==> config.mk <==
export PLATFORM = sky130hd
export DESIGN_NAME = integer_to_text_radix_core
export DESIGN_NICKNAME = d
export VERILOG_FILES = /design/src/hdl/itr_pkg.sv /design/src/hdl/itr_front.sv /design/src/hdl/itr_fifo.sv /design/src/hdl/itr_back.sv /design/src/hdl/integer_to_text_radix_core.sv
export SDC_FILE = /design/constraint.sdc
export NUM_CORES = 1
export LEC_CHECK = 0
export ABC_AREA = 1
export BUFFER_PORTS_ARGS = -buffer_cell sky130_fd_sc_hd__buf_2
export CAP_MARGIN = 10
export CELL_PAD_IN_SITES_DETAIL_PLACEMENT = 2
export CELL_PAD_IN_SITES_GLOBAL_PLACEMENT = 2
export CORE_MARGIN = 3
export CORE_UTILIZATION = 35
export CTS_CLUSTER_DIAMETER = 40
export DETAILED_ROUTE_END_ITERATION = 16
export GPL_ROUTABILITY_DRIVEN = 0
export PLACE_DENSITY = 0.74
export SLEW_MARGIN = 20
export SYNTH_ARGS = -nofsm -noshare
export SYNTH_HDL_FRONTEND = slang
export SYNTH_SLANG_ARGS = --single-unit
==> constraint.sdc <==
create_clock -name clk -period 31 [get_ports clk]
set_clock_uncertainty 0.1 [all_clocks]
set_input_delay 6.2 -clock clk [delete_from_list [all_inputs] [get_ports clk]]
set_output_delay 6.2 -clock clk [all_outputs]
set_load 0.05 [all_outputs]
==> src/hdl/itr_pkg.sv <==
// Shared constants and the digit character function for the radix text converter.
package itr_pkg;

  localparam int RADIX_W = 6;
  localparam int CHAR_W = 7;
  localparam int DIV_STEPS = 8;

  localparam logic [RADIX_W-1:0] RADIX_MIN = 6'd2;
  localparam logic [RADIX_W-1:0] RADIX_MAX = 6'd36;
  localparam logic [RADIX_W-1:0] RADIX_RESET = 6'd10;
  localparam logic [RADIX_W-1:0] DECIMAL_RADIX = 6'd10;

  localparam logic [CHAR_W-1:0] MINUS_CHAR = 7'h2D;
  localparam logic [CHAR_W-1:0] ZERO_CHAR = 7'h30;
  localparam logic [CHAR_W-1:0] ALPHA_CHAR = 7'h41;

  function automatic logic [CHAR_W-1:0] digit_char(input logic [RADIX_W-1:0] d);
    logic [CHAR_W-1:0] c;
    if (d < 6'd10) begin
      c = ZERO_CHAR + {1'b0, d};
    end else begin
      c = ALPHA_CHAR + {1'b0, d} - 7'd10;
    end
    return c;
  endfunction

endpackage

==> src/hdl/itr_front.sv <==
// Front end: accepts a value, decides on the minus sign and forms the magnitude.
module itr_front #(
  parameter int VALUE_WIDTH = 32
) (
  input  logic [itr_pkg::RADIX_W-1:0] radix,
  input  logic                        value_valid,
  output logic                        value_stall,
  input  logic signed [VALUE_WIDTH-1:0] value,
  input  logic                        full,
  output logic                        push,
  output logic                        neg,
  output logic [VALUE_WIDTH-1:0]      mag
);

  assign neg = (radix == itr_pkg::DECIMAL_RADIX) && value[VALUE_WIDTH-1];
  assign mag = neg ? VALUE_WIDTH'(-value) : VALUE_WIDTH'(value);
  assign push = value_valid && !full;
  assign value_stall = full;

endmodule

==> src/hdl/itr_fifo.sv <==
// Two-entry queue between the front end and the conversion engine.
module itr_fifo #(
  parameter int DATA_W = 33
) (
  input  logic              clk,
  input  logic              rst,
  input  logic              push,
  input  logic [DATA_W-1:0] wdata,
  output logic              full,
  input  logic              pop,
  output logic              not_empty,
  output logic [DATA_W-1:0] rdata
);

  logic [DATA_W-1:0] entries [2];
  logic              wr_ptr;
  logic              rd_ptr;
  logic [1:0]        count;
  logic              do_push;
  logic              do_pop;

  assign full = (count == 2'd2);
  assign not_empty = (count != 2'd0);
  assign rdata = entries[rd_ptr];
  assign do_push = push && !full;
  assign do_pop = pop && not_empty;

  always_ff @(posedge clk) begin
    if (rst) begin
      wr_ptr <= 1'b0;
      rd_ptr <= 1'b0;
      count <= 2'd0;
    end else begin
      if (do_push) begin
        wr_ptr <= !wr_ptr;
      end
      if (do_pop) begin
        rd_ptr <= !rd_ptr;
      end
      case ({do_push, do_pop})
        2'b10: count <= count + 2'd1;
        2'b01: count <= count - 2'd1;
        default: count <= count;
      endcase
    end
  end

  always_ff @(posedge clk) begin
    if (do_push) begin
      entries[wr_ptr] <= wdata;
    end
  end

endmodule

==> src/hdl/itr_back.sv <==
// Conversion engine: iterative division by the radix, digit buffer and output register.
module itr_back #(
  parameter int VALUE_WIDTH = 32
) (
  input  logic                         clk,
  input  logic                         rst,
  input  logic [itr_pkg::RADIX_W-1:0]  radix,
  input  logic                         item_valid,
  input  logic                         item_neg,
  input  logic [VALUE_WIDTH-1:0]       item_mag,
  output logic                         item_pop,
  output logic                         text_valid,
  input  logic                         text_stall,
  output logic [itr_pkg::CHAR_W-1:0]   text_char,
  output logic                         last
);

  localparam int CNT_W = $clog2(VALUE_WIDTH + 1);
  localparam int IDX_W = $clog2(VALUE_WIDTH);

  typedef enum logic [2:0] {
    IDLE,
    DIV,
    SIGN,
    RD,
    LD
  } state_t;

  state_t                       state;
  logic [VALUE_WIDTH-1:0]       dvd;
  logic [itr_pkg::RADIX_W-1:0]  rem;
  logic [CNT_W-1:0]             bits_left;
  logic [CNT_W-1:0]             nd;
  logic [IDX_W-1:0]             rd_idx;
  logic                         neg;
  logic [itr_pkg::CHAR_W-1:0]   rdata;
  logic [itr_pkg::CHAR_W-1:0]   mem [VALUE_WIDTH];

  logic [VALUE_WIDTH-1:0]       div_dvd;
  logic [itr_pkg::RADIX_W-1:0]  div_rem;
  logic [CNT_W-1:0]             bits_left_next;
  logic [CNT_W-1:0]             nd_next;
  logic                         digit_done;
  logic                         out_free;
  logic                         emit;

  assign item_pop = (state == IDLE) && item_valid;
  assign out_free = !text_valid || !text_stall;
  assign nd_next = nd + 1'b1;
  assign emit = ((state == SIGN) && neg) || (state == LD);

  // Restoring division, up to DIV_STEPS quotient bits per cycle.
  always_comb begin
    logic [itr_pkg::RADIX_W:0] t;
    div_dvd = dvd;
    div_rem = rem;
    for (int k = 0; k < itr_pkg::DIV_STEPS; k++) begin
      t = {div_rem, div_dvd[VALUE_WIDTH-1]};
      if (CNT_W'(k) < bits_left) begin
        if (t >= {1'b0, radix}) begin
          div_rem = itr_pkg::RADIX_W'(t - {1'b0, radix});
          div_dvd = {div_dvd[VALUE_WIDTH-2:0], 1'b1};
        end else begin
          div_rem = t[itr_pkg::RADIX_W-1:0];
          div_dvd = {div_dvd[VALUE_WIDTH-2:0], 1'b0};
        end
      end
    end
    if (bits_left > CNT_W'(itr_pkg::DIV_STEPS)) begin
      bits_left_next = bits_left - CNT_W'(itr_pkg::DIV_STEPS);
    end else begin
      bits_left_next = '0;
    end
    digit_done = (bits_left_next == '0);
  end

  always_ff @(posedge clk) begin
    if (state == DIV && digit_done) begin
      mem[nd[IDX_W-1:0]] <= itr_pkg::digit_char(div_rem);
    end
    rdata <= mem[rd_idx];
  end

  always_ff @(posedge clk) begin
    if (rst) begin
      state <= IDLE;
      text_valid <= 1'b0;
    end else begin
      if (out_free) begin
        text_valid <= emit;
      end
      unique case (state)
        IDLE: begin
          if (item_valid) begin
            dvd <= item_mag;
            rem <= '0;
            bits_left <= CNT_W'(VALUE_WIDTH);
            nd <= '0;
            neg <= item_neg;
            state <= DIV;
          end
        end
        DIV: begin
          dvd <= div_dvd;
          if (digit_done) begin
            nd <= nd_next;
            rem <= '0;
            bits_left <= CNT_W'(VALUE_WIDTH);
            if (div_dvd == '0 || nd_next == CNT_W'(VALUE_WIDTH)) begin
              rd_idx <= nd[IDX_W-1:0];
              state <= SIGN;
            end
          end else begin
            rem <= div_rem;
            bits_left <= bits_left_next;
          end
        end
        SIGN: begin
          if (!neg) begin
            state <= RD;
          end else if (out_free) begin
            text_char <= itr_pkg::MINUS_CHAR;
            last <= 1'b0;
            state <= RD;
          end
        end
        RD: begin
          state <= LD;
        end
        LD: begin
          if (out_free) begin
            text_char <= rdata;
            last <= (rd_idx == '0);
            if (rd_idx == '0) begin
              state <= IDLE;
            end else begin
              rd_idx <= rd_idx - 1'b1;
              state <= RD;
            end
          end
        end
        default: state <= IDLE;
      endcase
    end
  end

endmodule

==> src/hdl/integer_to_text_radix_core.sv <==
// The engine divides the magnitude by the radix once per digit and buffers each digit,
// then sends the minus sign, when one leads, and the digits most significant first;
// each digit is read from the buffer (RD) and loaded into the output register (LD).
// The engine takes a new value only once the last one is sent; a two-entry queue feeds it.
// Reset: synchronous, active high; clears control state and sets radix to 10.
module integer_to_text_radix_core #(
  parameter int VALUE_WIDTH = 32
) (
  input  logic                         clk,
  input  logic                         rst,
  input  logic                         cfg_we,
  input  logic [itr_pkg::RADIX_W-1:0]  cfg_wdata,
  input  logic                         value_valid,
  output logic                         value_stall,
  input  logic signed [VALUE_WIDTH-1:0] value,
  output logic                         text_valid,
  input  logic                         text_stall,
  output logic [itr_pkg::CHAR_W-1:0]   text_char,
  output logic                         last
);

  logic [itr_pkg::RADIX_W-1:0] radix;
  logic [itr_pkg::RADIX_W-1:0] radix_next;
  logic                        push;
  logic                        full;
  logic                        front_neg;
  logic [VALUE_WIDTH-1:0]      front_mag;
  logic                        pop;
  logic                        not_empty;
  logic [VALUE_WIDTH:0]        q_rdata;

  always_comb begin
    if (cfg_wdata < itr_pkg::RADIX_MIN) begin
      radix_next = itr_pkg::RADIX_MIN;
    end else if (cfg_wdata > itr_pkg::RADIX_MAX) begin
      radix_next = itr_pkg::RADIX_MAX;
    end else begin
      radix_next = cfg_wdata;
    end
  end

  always_ff @(posedge clk) begin
    if (rst) begin
      radix <= itr_pkg::RADIX_RESET;
    end else if (cfg_we) begin
      radix <= radix_next;
    end
  end

  itr_front #(.VALUE_WIDTH(VALUE_WIDTH)) u_front (
    .radix       (radix),
    .value_valid (value_valid),
    .value_stall (value_stall),
    .value       (value),
    .full        (full),
    .push        (push),
    .neg         (front_neg),
    .mag         (front_mag)
  );

  itr_fifo #(.DATA_W(VALUE_WIDTH + 1)) u_fifo (
    .clk       (clk),
    .rst       (rst),
    .push      (push),
    .wdata     ({front_neg, front_mag}),
    .full      (full),
    .pop       (pop),
    .not_empty (not_empty),
    .rdata     (q_rdata)
  );

  itr_back #(.VALUE_WIDTH(VALUE_WIDTH)) u_back (
    .clk        (clk),
    .rst        (rst),
    .radix      (radix),
    .item_valid (not_empty),
    .item_neg   (q_rdata[VALUE_WIDTH]),
    .item_mag   (q_rdata[VALUE_WIDTH-1:0]),
    .item_pop   (pop),
    .text_valid (text_valid),
    .text_stall (text_stall),
    .text_char  (text_char),
    .last       (last)
  );

endmodule

# [Word-level counts from Yosys, hierarchy flattened]
# Memory sizes are Yosys's and may differ from the RTL's. A register that Yosys moved wholly into a read port is not among the register bits.
# Index checks and enable logic that the tools add are counted.
[op_classes] add_sub_neg=17 magnitude_cmp=20 eq_ne=17 n_mux=76 bitwise_logic=1 n_reduce_logical=30
[ops] operator="$mux W32" n=10
[ops] operator="$mux W6" n=24
[ops] operator="$pmux W32 S2" n=1
[ops] operator="$ge A7 B6 Y1" n=8
[ops] operator="$sub A6 B6 Y6" n=8
[ops] operator="$pmux W6 S2" n=3
[ops] operator="$mux W7" n=5
[ops] operator="$logic_not A32 Y1" n=1
[ops] operator="$neg A32 Y32" n=1
[ops] operator="$lt A3 B6 Y1 const A" n=4
[ops] operator="$mux W5" n=4
[ops] operator="$mux W3" n=6
[ops] operator="$mux W1" n=17
[ops] operator="$pmux W3 S5" n=1
[ops] operator="$pmux W7 S2" n=1
[ops] operator="$lt A1 B6 Y1 const A" n=2
[ops] operator="$lt A2 B6 Y1 const A" n=2
[ops] operator="$ne A2 B1 Y1 const B" n=5
[ops] operator="$pmux W5 S2" n=1
[ops] operator="$reduce_and A5 Y1" n=2
[ops] operator="$reduce_bool A2 Y1" n=5
[ops] operator="$add A6 B6 Y7 const A" n=1
[ops] operator="$add A7 B6 Y7 const A" n=1
[ops] operator="$logic_and A1 B1 Y1" n=7
[ops] operator="other kinds (31)" n=41
[totals] register_bits=78 ramBits=290 in_bits=43 out_inout_bits=10 elab_cells=177 memories=2
[mem_list] memory="u_back.mem" words=32 width=7 rd=1 rd_clocked_by_memory_dff=1 write_ports=1 line_no="itr_back.sv:37" rtl="logic [itr_pkg::CHAR_W-1:0] mem [VALUE_WIDTH];"
[mem_list] memory="u_fifo.entries" words=2 width=33 rd=1 rd_clocked_by_memory_dff=1 write_ports=1 line_no="itr_fifo.sv:15" rtl="logic [DATA_W-1:0] entries [2];"

# [Logic depth before layout (Yosys ltp)]
[depth] depth_word=29 depth_mapped=106 ltp_nobuf=105

# [Modules after synthesis]
# Synthesis repeated with hierarchy kept, for this count alone.
[hier_totals] hier_cells=2487 area_unflattened_um2=22022.4
[by_module_without_submodules] mod="itr_back" instances=1 cells_each=2062 area_per_inst_um2=17874.6 seq_area_each_um2=8868.5
[by_module_without_submodules] mod="itr_fifo" instances=1 cells_each=143 area_per_inst_um2=2786.4 seq_area_each_um2=2082.0
[by_module_without_submodules] mod="itr_front" instances=1 cells_each=236 area_per_inst_um2=1066.0 seq_area_each_um2=0.0
[by_module_without_submodules] mod="integer_to_text_radix_core" instances=1 cells_each=46 area_per_inst_um2=295.3 seq_area_each_um2=120.1

# [Worst setup path before layout]
# No wires, ideal clock.
[synth_path] path_kind="register to register" from="register radix[1] in the netlist's numbering" to="memory u_back.mem[0][3] in the netlist's numbering (data pin)" setup_time_ns=0.454 arrival_ns=15.525 required_ns=30.446 path_slack_ns=14.921 path_stages_with_launch=96 n_path_buf=1 period_less_slack_ns=16.079 path_cell_list="dfxtp_1 -> inv_1 -> ha_1 -> nand2_1 -> nor2_2 -> nand3_2 -> nand3_2 -> nand2_1 -> o22ai_1 -> nor2_1 -> ha_1 -> a21oi_1 -> o211ai_2 -> a21oi_4 -> nand2_4 -> nand2_1 -> nand3_1 -> nand2_1 -> [60 not listed] -> o21ai_0 -> a21o_1 -> a21oi_1 -> o41ai_1 -> a21oi_1 -> nand3_2 -> inv_2 -> nand2_1 -> o21ai_0 -> nand2_1 -> o21ai_0 -> inv_1 -> ha_1 -> inv_1 -> nor2_4 -> nand2_2 -> nand2_4 -> o21ai_0"
[synth_between] elab_chain_cells=28 elab_cells_between_ends=38 cone_classes="add/sub: 11; order compare: 9; mux: 18"
[synth_lines] element="from (decl)" line_no="integer_to_text_radix_core.sv:22" rtl="logic [itr_pkg::RADIX_W-1:0] radix;"
[synth_lines] element="from (signal assigned)" line_no="integer_to_text_radix_core.sv:44" rtl="radix <= itr_pkg::RADIX_RESET;"
[synth_lines] element="from (signal assigned)" line_no="integer_to_text_radix_core.sv:46" rtl="radix <= radix_next;"
[synth_lines] element="$sub A6 B6 Y6 / $ge A7 B6 Y1 (equally long branches)" line_no="itr_back.sv:61, itr_back.sv:60"
[synth_lines] element="$mux W6" line_no="itr_back.sv:60" rtl="if (t >= {1'b0, radix}) begin"
[synth_lines] element="$mux W6" line_no="itr_back.sv:59" rtl="if (CNT_W'(k) < bits_left) begin"
[synth_lines] element="$sub A6 B6 Y6 / $ge A7 B6 Y1 (equally long branches)" line_no="itr_back.sv:61, itr_back.sv:60"
[synth_lines] element="$mux W6" line_no="itr_back.sv:60"
[synth_lines] element="$mux W6" line_no="itr_back.sv:59"
[synth_lines] element="$sub A6 B6 Y6 / $ge A7 B6 Y1 (equally long branches)" line_no="itr_back.sv:61, itr_back.sv:60"
[synth_lines] element="$mux W6" line_no="itr_back.sv:60"
[synth_lines] element="[12 not listed]"
[synth_lines] element="$mux W6" line_no="itr_back.sv:59"
[synth_lines] element="$sub A6 B6 Y6 / $ge A7 B6 Y1 (equally long branches)" line_no="itr_back.sv:61, itr_back.sv:60"
[synth_lines] element="$mux W6" line_no="itr_back.sv:60"
[synth_lines] element="$mux W6 *" line_no="itr_back.sv:59"
[synth_lines] element="$add A7 B6 Y7" line_no="itr_pkg.sv:22" rtl="c = ALPHA_CHAR + {1'b0, d} - 7'd10;"
[synth_lines] element="$sub A7 B4 Y7" line_no="itr_pkg.sv:22"
[synth_lines] element="$mux W7 *" line_no="itr_pkg.sv:19" rtl="if (d < 6'd10) begin"
[synth_lines] element="$mux W7 *" line_no="itr_back.sv:78" rtl="if (state == DIV && digit_done) begin"
[synth_lines] element="to (decl)" line_no="itr_back.sv:37"
# Every way passes the cells marked *; elsewhere a longest branch is shown, timed or not. The select of a mux whose other input is x is not followed.

# [Final worst setup path]
[layout_path] from="register u_back.bits_left[5]" to="memory u_back.mem[3][6] in the netlist's numbering (data pin)"
[layout_between] elab_chain_cells=27 elab_cells_between_ends=50 cone_classes="add/sub: 10; order compare: 16; mux: 24"
[layout_lines] element="from (decl)" line_no="itr_back.sv:32" rtl="logic [CNT_W-1:0] bits_left;"
[layout_lines] element="from (signal assigned)" line_no="itr_back.sv:97" rtl="bits_left <= CNT_W'(VALUE_WIDTH);"
[layout_lines] element="from (signal assigned)" line_no="itr_back.sv:108" rtl="bits_left <= CNT_W'(VALUE_WIDTH);"
[layout_lines] element="from (signal assigned)" line_no="itr_back.sv:115" rtl="bits_left <= bits_left_next;"
[layout_lines] element="$lt A1 B6 Y1" line_no="itr_back.sv:59"
[layout_lines] element="$mux W32 / $mux W6 (equally long branches)" line_no="itr_back.sv:59"
[layout_lines] element="$sub A6 B6 Y6 / $ge A7 B6 Y1 (equally long branches)" line_no="itr_back.sv:61, itr_back.sv:60"
[layout_lines] element="$mux W6" line_no="itr_back.sv:60"
[layout_lines] element="$mux W6" line_no="itr_back.sv:59"
[layout_lines] element="$sub A6 B6 Y6 / $ge A7 B6 Y1 (equally long branches)" line_no="itr_back.sv:61, itr_back.sv:60"
[layout_lines] element="$mux W6" line_no="itr_back.sv:60"
[layout_lines] element="$mux W6" line_no="itr_back.sv:59"
[layout_lines] element="[11 not listed]"
[layout_lines] element="$mux W6" line_no="itr_back.sv:59"
[layout_lines] element="$ge A7 B6 Y1 / $sub A6 B6 Y6 (equally long branches)" line_no="itr_back.sv:60, itr_back.sv:61"
[layout_lines] element="$mux W6" line_no="itr_back.sv:60"
[layout_lines] element="$mux W6 *" line_no="itr_back.sv:59"
[layout_lines] element="$add A7 B6 Y7" line_no="itr_pkg.sv:22"
[layout_lines] element="$sub A7 B4 Y7" line_no="itr_pkg.sv:22"
[layout_lines] element="$mux W7 *" line_no="itr_pkg.sv:19"
[layout_lines] element="$mux W7 *" line_no="itr_back.sv:78"
# Marks and branches as above.

==> summary.txt <==
STA
  – FMAX: 53.3 MHz
  – Setup TNS: 0 ps
  – RSZ-0062 raised after global routing: false
  – Tmin final: 18,760 ps
  – Relative slew margins: 19.4%
  – Final-report setup violation count: 0
  – Hold Vio Cnt, Final: 0
  – Final slew viol count: 0
  – Crit share post-route: 60.5%
  – Actual slew at the worst max-slew pin: 1200 ps

Synth
  – Post-synthesis cell count: 2,511
  – Yosys reg bits: 376
  – Sequential share of the synthesized area: 50.7%
  – Number of synthesized flops with an enable pin: 354
  – Synthesized area: 21,800 um2
  – Ys async rst share: 0%
  – Main synth FF type: edfxtp_1
  – Synth Area per Inst: 8.69 um2
  – Syn. warnings: 0
  – Netlist cell types: 65
  – Synthesized Nets: 2,622

Clocking
  – Hold_buf cts: 0
  – Total CTS buffers: 47
  – CTS tree: yes
  – # Post-CTS Setup Buffers: 0
  – H-tree Lvls: 2
  – Clk buf depth: 3
  – Reg clk slew, reported paths: 60 ps
  – Clock tree root driver cell: clkbuf_16
  – Post-CTS Resized: 0
  – Clk Latency, worst-skew pair: 560 ps
  – CTS Sinks: 376

Detailed routing
  – DR iter-0 viols: 1,209
  – Vias: 18,700
  – Post-route DRC: 0
  – Routed wire length per instance: 24.0 um
  – Antenna Nets Post-Route: 0
  – Vias per Instance: 5.53
  – DR pass1 iterations: 5
  – Drt total wl: 81.2 mm

Worst setup path
  – Crit. End Element: register
  – Max Fanout on Critical Path: 37
  – Slowest-stage cell, CP: a21oi_2
  – Worst path required time: 31,260 ps
  – Startpoint types: register
  – Max incr delay on CP: 650 ps
  – WP buf/inv: 14
  – Setup CP Type: reg -> reg
  – Arr. time, crit path: 19,020 ps
  – Cell family with most CP delay: compound AO/OA/AOI/OAI gates
  – Crit-path most repeated cell: a21oi_1

Die
  – Die ar.: 65,400 um2
  – Rows: 90
  – Chip height: 256 um
  – Core footprint: 61,000 um2
  – Die W: 256 um
  – I/O pin count: 53
  – Initial Util: 35.8%

Flow run
  – Number of max-cap violations: 0

Global route
  – First-pass GRT wire length: 125 mm
  – Initial antenna violation count: 1
  – Number of global-route vias before repair: 20,500
  – GR Overflow Total: 0
  – GRT Util Overall: 24.4%
  – Largest net degree at the start of global routing: 95

Placement
  – PortBufs: 52
  – Dpl hpwl: 57.0 mm

Finish
  – Fin util: 40.0%
  – Area Overhead vs Synth: 12.0%
  – # fillers: 6,792
  – Share of cells above drive strength 1: 10.1%
  – Final nets: 2,631

Run status
  – Run status: completed

Min path
  – Hold crit path type: reg -> reg
==> worst reg2reg max path: cells and delay by family, from the launching register on <==
kind                       cells  cell delay, ps
and+or+nand+nor               37            5710
DFF                            1             450
AOI/OAI and AO/OA             36            7810
adders and majority gates      8            2470
buffers and inverters         14            2060
==> cells in the mapped netlist, types with 30 or more instances <==
library cell  number  area share [%]
nor2_1           319             5.5
xnor2_1           30             1.2
xor2_1            34             1.4
o22ai_1           77             2.2
edfxtp_1         354              49
a21oi_1           62             1.4
nand3_1          128             2.9
nand2_1          549             9.4
inv_1            176             3.0
ha_1              60             3.4
clkbuf_1          99             1.7
o21ai_0          316             7.2
==> metal layers <==
layer / track usage (%) / vias up / part of all wire, %
met5: 0 / - / 0
met4: 8.30 / 0 / 3.5
met3: 2.99 / 134 / 3.8
met2: 44.6 / 393 / 51
met1: 29.6 / 9485 / 41
li1: - / 8704 / -
==> path summary, 6_finish.rpt <==
path / from / end / slack, ps / depth (start not counted)
max: u_back.bits_left[5] / u_back.mem[3][6] / 12240 / 95
min: radix[4] / radix[4] / 380 / 2
max reg2reg: u_back.bits_left[5] / u_back.mem[3][6] / 12240 / 95
min reg2reg: radix[4] / radix[4] / 380 / 2
==> layout make-up <==
type | count | area, um2 | area share [%]
Multi-Input combinational cell | 1822 | 9610 | 39.3
Antenna cell | 1 | 2.50 | 0.0102
Clock inverter | 27 | 236 | 0.967
Tap cell | 828 | 1040 | 4.24
Clock buffer | 57 | 1260 | 5.17
Sequential cell | 376 | 11100 | 45.3
Timing Repair Buffer | 82 | 505 | 2.07
Inverter | 191 | 721 | 2.95
==> kinds of logic after synthesis <==
logic type	count (synthesis)	synth area share, %
simple gates	1112	21.7
mux	19	0.871
fa+ha+maj	68	4.17
flops	376	50.7
xor+xnor	64	2.57
buf+inv	313	5.54
compound gates	559	14.4
==> registers in the layout (all words and copies together), names as in the netlist, 2 cells and up, named ones only <==
name              count
u_back.nd             6
u_back.state          3
u_back.rem            6
u_fifo.count          2
u_back.dvd           32
u_back.rdata          7
u_back.bits_left      6
u_back.rd_idx         5
u_back.mem          224
u_fifo.entries       66
u_back.text_char      7
radix                 6
==> metrics by stage <==
| step | std cells | area (um2) | setup WS (ps) | hold slack (ps) |
|---|---|---|---|---|
| 3_5_place_dp | 3298 | 22900 | 12510 | 355 |
| 4_1_cts | 3382 | 24400 | 12280 | 384 |
| 3_3_place_gp | 3298 | 22900 | 13960 | 336 |
| 6_report | 3384 | 24400 | 12240 | 383 |
| 2_1_floorplan | 2511 | 21800 | 14920 | 326 |
| 5_1_grt | 3383 | 24400 | 10430 | 411 |
==> placed cells by master, fill, tap and decap left out, types with 6 or more instances in the layout <==
cell type and count:
nand2_1 546, edfxtp_1 354, nor2_1 314, o21ai_0 314, inv_1 174, nand3_1 128
o22ai_1 77, a21oi_1 62, ha_1 60, buf_2 52, clkbuf_16 47, xor2_1 34
xnor2_1 29, buf_4 29, dfxtp_1 22, nor3_1 21, or2_2 21, a31oi_1 21
mux2i_1 19, nand2_2 18, nand3_2 16, nand4_1 15, o21ai_1 15, o211ai_1 15
inv_2 10, o221ai_1 10, clkinv_2 10, nor2_2 9, clkinv_1 8, a211oi_1 8
fa_1 8, nand2_4 6, o21bai_1 6, nor4_1 6
Power is left out: the tool's default activity adds up to more than one toggle a clock period on the data nets, which glitch-free logic cannot reach.
